## src/rtl/core/ugae_pkg.sv

```systemverilog
// shared types and constants for the unitary gate apply engine
// no dependencies
package ugae_pkg;

   localparam int MAX_QUBITS_DEFAULT = 4;
   localparam logic [31:0] Q_ONE = 32'h4000_0000;

   localparam logic [2:0] OP_IDENTITY  = 3'd0;
   localparam logic [2:0] OP_WRITE     = 3'd1;
   localparam logic [2:0] OP_READ      = 3'd2;
   localparam logic [2:0] OP_LOAD_GATE = 3'd3;
   localparam logic [2:0] OP_APPLY_TWO = 3'd4;
   localparam logic [2:0] OP_APPLY_ONE = 3'd5;

   localparam logic [1:0] ST_OK    = 2'd0;
   localparam logic [1:0] ST_RANGE = 2'd1;
   localparam logic [1:0] ST_PAIR  = 2'd2;
   localparam logic [1:0] ST_ONEQ  = 2'd3;

   localparam logic [1:0] TERM_RR = 2'd0;
   localparam logic [1:0] TERM_II = 2'd1;
   localparam logic [1:0] TERM_RI = 2'd2;
   localparam logic [1:0] TERM_IR = 2'd3;

   localparam logic [1:0] WR_REQ  = 2'd0;
   localparam logic [1:0] WR_ONE  = 2'd1;
   localparam logic [1:0] WR_ZERO = 2'd2;
   localparam logic [1:0] WR_ACC  = 2'd3;

   typedef struct packed {
      logic       store_rd;
      logic       store_wr;
      logic [1:0] wr_sel;
      logic [1:0] k_dst;
      logic       mac;
      logic [3:0] gate_idx;
      logic [1:0] term;
      logic       acc_clr;
      logic       gate_we;
      logic       rsp_load;
      logic       rsp_read;
   } cmd_type;

endpackage

```

## src/rtl/core/ugae_controller.sv

```systemverilog
// controller: operation decode, qubit count register, block sequencer
// depends on ugae_pkg
module ugae_controller #(
   parameter int MAX_QUBITS = ugae_pkg::MAX_QUBITS_DEFAULT
) (
   input  logic                      clock,
   input  logic                      reset,
   input  logic                      start,
   output logic                      busy,
   input  logic [2:0]                req_operation,
   input  logic [3:0]                req_row,
   input  logic [3:0]                req_col,
   input  logic [3:0]                req_gate_slot,
   input  logic [1:0]                req_first_qubit,
   input  logic [1:0]                req_second_qubit,
   input  logic                      csr_we,
   input  logic [2:0]                csr_wdata,
   output logic                      rsp_valid,
   output logic [1:0]                rsp_status,
   output ugae_pkg::cmd_type         cmd,
   output logic [2*MAX_QUBITS-1:0]   addr
);
   localparam int IW = MAX_QUBITS;
   localparam int CW = (IW > 4 ? IW : 4) + 1;

   localparam logic [2:0] S_IDLE  = 3'd0;
   localparam logic [2:0] S_READ  = 3'd1;
   localparam logic [2:0] S_IDENT = 3'd2;
   localparam logic [2:0] S_LOAD  = 3'd3;
   localparam logic [2:0] S_MAC   = 3'd4;
   localparam logic [2:0] S_DRAIN = 3'd5;
   localparam logic [2:0] S_WB    = 3'd6;
   localparam logic [2:0] S_SEEK  = 3'd7;

   logic [2:0]    state_ff, state_in;
   logic [2:0]    qcount_ff;
   logic [IW-1:0] base_ff, base_in, col_ff, col_in;
   logic [IW-1:0] bj_ff, bj_in, bk_ff, bk_in, mask_ff, mask_in;
   logic [1:0]    k_ff, k_in, r_ff, r_in, t_ff, t_in;
   logic          cnt4_ff, cnt4_in;
   logic          rsp_valid_ff, rsp_valid_in;
   logic [1:0]    status_ff, status_in;

   logic [3:0]    n_act;
   logic [CW-1:0] dim;
   logic          accept, in_range, pair_ok;
   logic [1:0]    last_k;
   logic [IW-1:0] row_k, row_r;

   always_comb begin
      if (qcount_ff == 3'd0)
         n_act = 4'd1;
      else if (4'(qcount_ff) > 4'(MAX_QUBITS))
         n_act = 4'(MAX_QUBITS);
      else
         n_act = 4'(qcount_ff);
      dim      = CW'(1) << n_act;
      accept   = start && (state_ff == S_IDLE);
      in_range = (CW'(req_row) < dim) && (CW'(req_col) < dim);
      pair_ok  = (req_first_qubit < req_second_qubit) && (4'(req_second_qubit) < n_act);
      last_k   = cnt4_ff ? 2'd3 : 2'd1;
      row_k    = base_ff | (k_ff[1] ? bj_ff : '0) | (k_ff[0] ? bk_ff : '0);
      row_r    = base_ff | (r_ff[1] ? bj_ff : '0) | (r_ff[0] ? bk_ff : '0);
   end

   always_comb begin
      state_in     = state_ff;
      base_in      = base_ff;
      col_in       = col_ff;
      bj_in        = bj_ff;
      bk_in        = bk_ff;
      mask_in      = mask_ff;
      k_in         = k_ff;
      r_in         = r_ff;
      t_in         = t_ff;
      cnt4_in      = cnt4_ff;
      rsp_valid_in = 1'b0;
      status_in    = status_ff;
      cmd          = '0;
      addr         = {IW'(req_row), IW'(req_col)};
      unique case (state_ff)
         S_IDLE: begin
            if (accept) begin
               mask_in   = IW'(dim - CW'(1));
               base_in   = '0;
               col_in    = '0;
               k_in      = 2'd0;
               status_in = ugae_pkg::ST_OK;
               unique case (req_operation) inside
                  ugae_pkg::OP_IDENTITY: state_in = S_IDENT;
                  ugae_pkg::OP_WRITE, ugae_pkg::OP_READ: begin
                     if (!in_range) begin
                        status_in = ugae_pkg::ST_RANGE;
                     end else if (req_operation == ugae_pkg::OP_WRITE) begin
                        cmd.store_wr = 1'b1;
                        cmd.wr_sel   = ugae_pkg::WR_REQ;
                     end else begin
                        cmd.store_rd = 1'b1;
                        state_in     = S_READ;
                     end
                  end
                  ugae_pkg::OP_LOAD_GATE: begin
                     cmd.gate_we  = 1'b1;
                     cmd.gate_idx = req_gate_slot;
                  end
                  ugae_pkg::OP_APPLY_TWO: begin
                     if (!pair_ok) begin
                        status_in = ugae_pkg::ST_PAIR;
                     end else begin
                        cnt4_in  = 1'b1;
                        bj_in    = IW'(1) << (n_act - 4'd1 - 4'(req_first_qubit));
                        bk_in    = IW'(1) << (n_act - 4'd1 - 4'(req_second_qubit));
                        state_in = S_LOAD;
                     end
                  end
                  ugae_pkg::OP_APPLY_ONE: begin
                     if (n_act != 4'd1) begin
                        status_in = ugae_pkg::ST_ONEQ;
                     end else begin
                        cnt4_in  = 1'b0;
                        bj_in    = '0;
                        bk_in    = IW'(1);
                        state_in = S_LOAD;
                     end
                  end
                  default: status_in = ugae_pkg::ST_RANGE;
               endcase
               if (state_in == S_IDLE) begin
                  rsp_valid_in = 1'b1;
                  cmd.rsp_load = 1'b1;
               end
            end
         end
         S_READ: begin
            cmd.rsp_load = 1'b1;
            cmd.rsp_read = 1'b1;
            rsp_valid_in = 1'b1;
            state_in     = S_IDLE;
         end
         S_IDENT: begin
            addr         = {base_ff, col_ff};
            cmd.store_wr = 1'b1;
            cmd.wr_sel   = (base_ff == col_ff) ? ugae_pkg::WR_ONE : ugae_pkg::WR_ZERO;
            if (col_ff == mask_ff) begin
               col_in = '0;
               if (base_ff == mask_ff) begin
                  cmd.rsp_load = 1'b1;
                  rsp_valid_in = 1'b1;
                  state_in     = S_IDLE;
               end else begin
                  base_in = base_ff + IW'(1);
               end
            end else begin
               col_in = col_ff + IW'(1);
            end
         end
         S_LOAD: begin
            addr         = {row_k, col_ff};
            cmd.store_rd = 1'b1;
            cmd.k_dst    = k_ff;
            cmd.acc_clr  = 1'b1;
            if (k_ff == last_k) begin
               k_in     = 2'd0;
               r_in     = 2'd0;
               t_in     = 2'd0;
               state_in = S_MAC;
            end else begin
               k_in = k_ff + 2'd1;
            end
         end
         S_MAC: begin
            cmd.mac      = 1'b1;
            cmd.k_dst    = k_ff;
            cmd.term     = t_ff;
            cmd.gate_idx = cnt4_ff ? {r_ff, k_ff} : {2'b00, r_ff[0], k_ff[0]};
            t_in         = t_ff + 2'd1;
            if (t_ff == 2'd3) begin
               k_in = k_ff + 2'd1;
               if (k_ff == last_k) begin
                  k_in     = 2'd0;
                  state_in = S_DRAIN;
               end
            end
         end
         S_DRAIN: state_in = S_WB;
         S_WB: begin
            addr         = {row_r, col_ff};
            cmd.store_wr = 1'b1;
            cmd.wr_sel   = ugae_pkg::WR_ACC;
            cmd.acc_clr  = 1'b1;
            if (r_ff == last_k) begin
               if (col_ff == mask_ff) begin
                  col_in = '0;
                  if (base_ff == mask_ff) begin
                     cmd.rsp_load = 1'b1;
                     rsp_valid_in = 1'b1;
                     state_in     = S_IDLE;
                  end else begin
                     base_in  = base_ff + IW'(1);
                     state_in = S_SEEK;
                  end
               end else begin
                  col_in   = col_ff + IW'(1);
                  state_in = S_LOAD;
               end
            end else begin
               r_in     = r_ff + 2'd1;
               state_in = S_MAC;
            end
         end
         S_SEEK: begin
            if ((base_ff & (bj_ff | bk_ff)) == '0) begin
               state_in = S_LOAD;
            end else if (base_ff == mask_ff) begin
               cmd.rsp_load = 1'b1;
               rsp_valid_in = 1'b1;
               state_in     = S_IDLE;
            end else begin
               base_in = base_ff + IW'(1);
            end
         end
         default: state_in = S_IDLE;
      endcase
   end

   always_ff @(posedge clock) begin
      if (reset) begin
         state_ff     <= S_IDLE;
         qcount_ff    <= 3'd1;
         rsp_valid_ff <= 1'b0;
         status_ff    <= ugae_pkg::ST_OK;
      end else begin
         state_ff     <= state_in;
         rsp_valid_ff <= rsp_valid_in;
         status_ff    <= status_in;
         if (csr_we)
            qcount_ff <= csr_wdata;
      end
      base_ff <= base_in;
      col_ff  <= col_in;
      bj_ff   <= bj_in;
      bk_ff   <= bk_in;
      mask_ff <= mask_in;
      k_ff    <= k_in;
      r_ff    <= r_in;
      t_ff    <= t_in;
      cnt4_ff <= cnt4_in;
   end

   assign busy       = (state_ff != S_IDLE);
   assign rsp_valid  = rsp_valid_ff;
   assign rsp_status = status_ff;

   a_no_rd_wr: assert property (@(posedge clock) disable iff (reset)
      !(cmd.store_rd && cmd.store_wr))
      else $error("store read and write in one cycle");
   a_rsp_idle: assert property (@(posedge clock) disable iff (reset)
      rsp_valid |-> !busy)
      else $error("response while sequencer active");
   a_progress: assert property (@(posedge clock) disable iff (reset)
      (start && !busy) |=> (busy || rsp_valid))
      else $error("accepted transaction neither running nor answered");
   a_gate_ok: assert property (@(posedge clock) disable iff (reset)
      (start && !busy && req_operation == ugae_pkg::OP_LOAD_GATE)
      |=> (rsp_valid && rsp_status == ugae_pkg::ST_OK))
      else $error("gate load not answered ok");

endmodule

```

## config.mk

```make
export PLATFORM = sky130hd
export DESIGN_NAME = ugae_controller
export DESIGN_NICKNAME = d
export VERILOG_FILES = /design/src/rtl/core/ugae_pkg.sv /design/src/rtl/core/ugae_controller.sv
export SDC_FILE = /design/constraint.sdc
export NUM_CORES = 1
export LEC_CHECK = 0
export BUFFER_PORTS_ARGS = -buffer_cell sky130_fd_sc_hd__buf_4
export CAP_MARGIN = 20
export CORE_ASPECT_RATIO = 1.4
export CORE_MARGIN = 2
export CORE_UTILIZATION = 45
export CTS_CLUSTER_SIZE = 25
export DETAILED_ROUTE_END_ITERATION = 6
export PLACE_DENSITY = 0.76
export SLEW_MARGIN = 30
export SYNTH_ARGS = -nofsm -noshare
export SYNTH_HDL_FRONTEND = slang
export SYNTH_SLANG_ARGS = --single-unit
```

## constraint.sdc

```tcl
create_clock -name clock -period 3.2 [get_ports clock]
set_input_delay 0.32 -clock clock [delete_from_list [all_inputs] [get_ports clock]]
set_output_delay 0.32 -clock clock [all_outputs]
set_load 0.1 [all_outputs]
```

==> run metrics <==
Sink Count 36; post-place setup slack around 0.085 ns; placed cell areas between 0.003 and 0.004 sq mm; syn_area_per_cell about 9 sq um; Crit path depth 11; Layout area overhead 21.6%; highest clock rate approximately 0.32 GHz; Leak approximately 0.0015 uW; CP max stage cell dfxtp_4; fill cell count around 560; number of synthesized flops with an enable pin 27; Worst R2R Start qcount_ff[1]; CTS tree yes; CP required approximately 2.9 ns; Logic pwr share 0.643; part of the power in registers 0.248; Pwr per Cell Area 1050 mW/mm^2; Peak VDD IR between 0.6 and 0.7 mV; Commonest cells post-synth nor2_1, edfxtp_1, nand2_1; final core utilization 0.570; fin crit share 0.983; register area share after synthesis 0.335; Total Nets Final approximately 420; most numerous cell in the Yosys netlist nor2_1; DPL Wire Length roughly 5.8 mm; ys async rst share 0; Crit. End Element output pin; Slew Limit Fails 0; Max-Cap Viols 0; largest net degree at the start of global routing 24; Crit Path Max Fanout 6; Buffers on Ports 54; Die W between 70 and 80 um; Clk pwr share 0.109; XOR/XNOR Fraction of Synth Area 0.0563; initial drt markers roughly 240; ys flop type edfxtp_1; synthesized netlist cell count ~320; Synth area leader edfxtp_1; H-tree levels 2; GRT overflow 0; worst path bufs/invs 3; height of the die around 100 um; Final WS setup approximately 0.055 ns; fin crit period between 3 and 4 ns; global route hottest layer met2; met2 Use GR 0.382; Worst Hold Class primary input to register; CP top delay family compound AO/OA/AOI/OAI gates; R2R Setup Slk approximately 0.47 ns; Setup crit end cmd[1]; via/cell ratio around 6.0; top cell type's share of synthesized area 0.274; register bit total from synthesis 36; CP Launch Point qcount_ff[1]; Final Power between 3000 and 4000 uW; CTS Buf Count 5; worst skew pair latency between 0.3 and 0.4 ns; die area approximately 0.0072 sq mm; GPL Wtd Cong 1.03; post-layout instance area about 0.0036 sq mm; clk slew on worst S/H paths approximately 0.08 ns; n_diodes 0; post-synthesis mux area share 0.0322; first-pass GRT wire length 12.2 mm; Layout Skew approximately 0.015 ns; largest stage delay on the critical path about 0.38 ns; DR vias roughly 2,700; initial antenna violation count 0; Post-Syn Area 0.00295 sq mm; met3 Use GR 0.0311; Yosys warnings 0; complex-gate fraction of the synthesized area 0.195; setup violators final 0; core area between 0.006 and 0.007 sq mm; element type at the critical path start register; internal power around 1600 uW; share of layout cells above drive strength 1 0.297; Worst Max-Slew Pin Slew 0.646 ns; sw power about 2200 uW; main combinational cell family by area after synthesis simple AND/OR/NAND/NOR gates; number of global-route vias before repair around 2,600; routed length per instance between 15 and 20 um; final hold violation count 0; Rows 34; DR DRC count 0; GRT met1 Usage 0.247; Adder-Cell Fraction of Synth Area 0.0898; total wire length around 7.7 mm; post-route antenna net violation count 0; Synth area leaders edfxtp_1, ha_1, dfxtp_1, nor2_1, xnor2_1; Simple-Gate Fraction of Synth Area 0.221; kind of critical path register to output pin; GRT Util Overall 0.218; Worst slew margin 0.569; I/O pin total 55; reg2reg path depth 13; Max clock buf depth 2; Critical Path AT about 2.8 ns; crit path cell chain nor2b_4 > buf_4 > inv_1 > ha_2 > or3b_1 > a222oi_1 > a32o_2 > a211oi_2 > o211ai_2 > nand3_2 > buf_12; Root Driver clkbuf_8; sw frac 0.574; Critical R2R Capture rsp_valid; outcome finished, final reports clean; initial core utilization 0.469; Pre-antenna DRT Iters 5; Netlist cell types 65; syn_nets 369
## kinds of logic after synthesis
| logic type | after synthesis |
|---|---|
| flip-flops | 36 |
| AND/OR/NAND/NOR | 120 |
| XOR/XNOR | 19 |
| adder cells (fa/ha/maj) | 20 |
| buffers and inverters | 38 |
| multiplexers | 9 |
| AO/OA/AOI/OAI | 81 |
## routing by layer
layer / part of all wire / vias to the layer above
met4: 0.049 / 0
li1: - / 1284
met1: 0.38 / 1309
met3: 0.050 / 26
met2: 0.52 / 96
met5: 0 / -
## how the worst min path moves through the flow
stage                  startpoint             to  slack, ns  cells past startpoint
floorplan                  csr_we   qcount_ff[0]       0.45                      2
global placement    rsp_status[1]  rsp_status[1]       0.46                      2
detailed placement  rsp_status[1]  rsp_status[1]       0.48                      2
CTS                  csr_wdata[0]   qcount_ff[0]       0.26                      3
global route                reset  rsp_status[1]       0.27                      2
finish               csr_wdata[2]   qcount_ff[2]       0.25                      3
## power groups by stage
stage | clock network, uW | registers, uW | logic, uW
after floorplan | 0 | 867 | 1930
after global placement | 0 | 931 | 2300
after detailed placement | 0 | 935 | 2340
after CTS | 416 | 925 | 2390
after global routing | 433 | 957 | 2560
final | 411 | 934 | 2420
## worst reg2reg max path: stages (launching register included)
cell	delay, ns
dfxtp_4	0.38
nor2b_4	0.13
buf_4	0.14
inv_1	0.07
ha_2	0.21
or3b_1	0.35
a222oi_1	0.32
a32o_2	0.31
a211oi_2	0.10
o211ai_2	0.20
buf_4	0.15
buf_4	0.10
buf_4	0.09
a31oi_1	0.08
## registers in the layout, summed over array words and instances (netlist names)
signal,cells
bk_ff,4
bj_ff,4
cnt4_ff,1
r_ff,2
mask_ff,4
t_ff,2
rsp_valid,1
rsp_status,2
base_ff,4
k_ff,2
col_ff,4
qcount_ff,3
state_ff,3
## cell type report
cell class,count,area [sq um],share of cell area
Multi-Input combinational cell,249,1820,0.508
Clock buffer,5,68.8,0.0192
Inverter,20,75.1,0.0209
Tap cell,72,90.1,0.0251
Sequential cell,36,997,0.278
Clock inverter,3,42.5,0.0118
Timing Repair Buffer,64,493,0.137
## layout by cell type, fill, tap and decap left out, types with 6 or more instances in the layout
master    synthesis  layout
a21oi_1          18      17
buf_4             1      63
dfxtp_1           9       6
edfxtp_1         27      27
ha_1             18      14
inv_1            20      19
nand2_1          21      20
nand2b_1          7       6
nand3_1           8       7
nor2_1           39      37
o21ai_0          15      14
xnor2_1          13      13
xor2_1            6       6
## repair_timing
item                                    CTS  global route
gates cloned                              0             0
endpoints found under the setup margin    3             3
setup buffers                             3             3
gates resized for setup                  12             6
hold buffers                              0             0
pin swaps                                 3             5
## per-stage QoR
stage	setup TNS [ns]	std cells	hold slack, ns
after floorplan	0	323	0.446
final	0	449	0.254
after CTS	0	446	0.257
after detailed placement	0	435	0.478
after global placement	0	435	0.457
after global routing	-0.00903	449	0.273
Note: power is estimated with default switching activity, not from simulation.
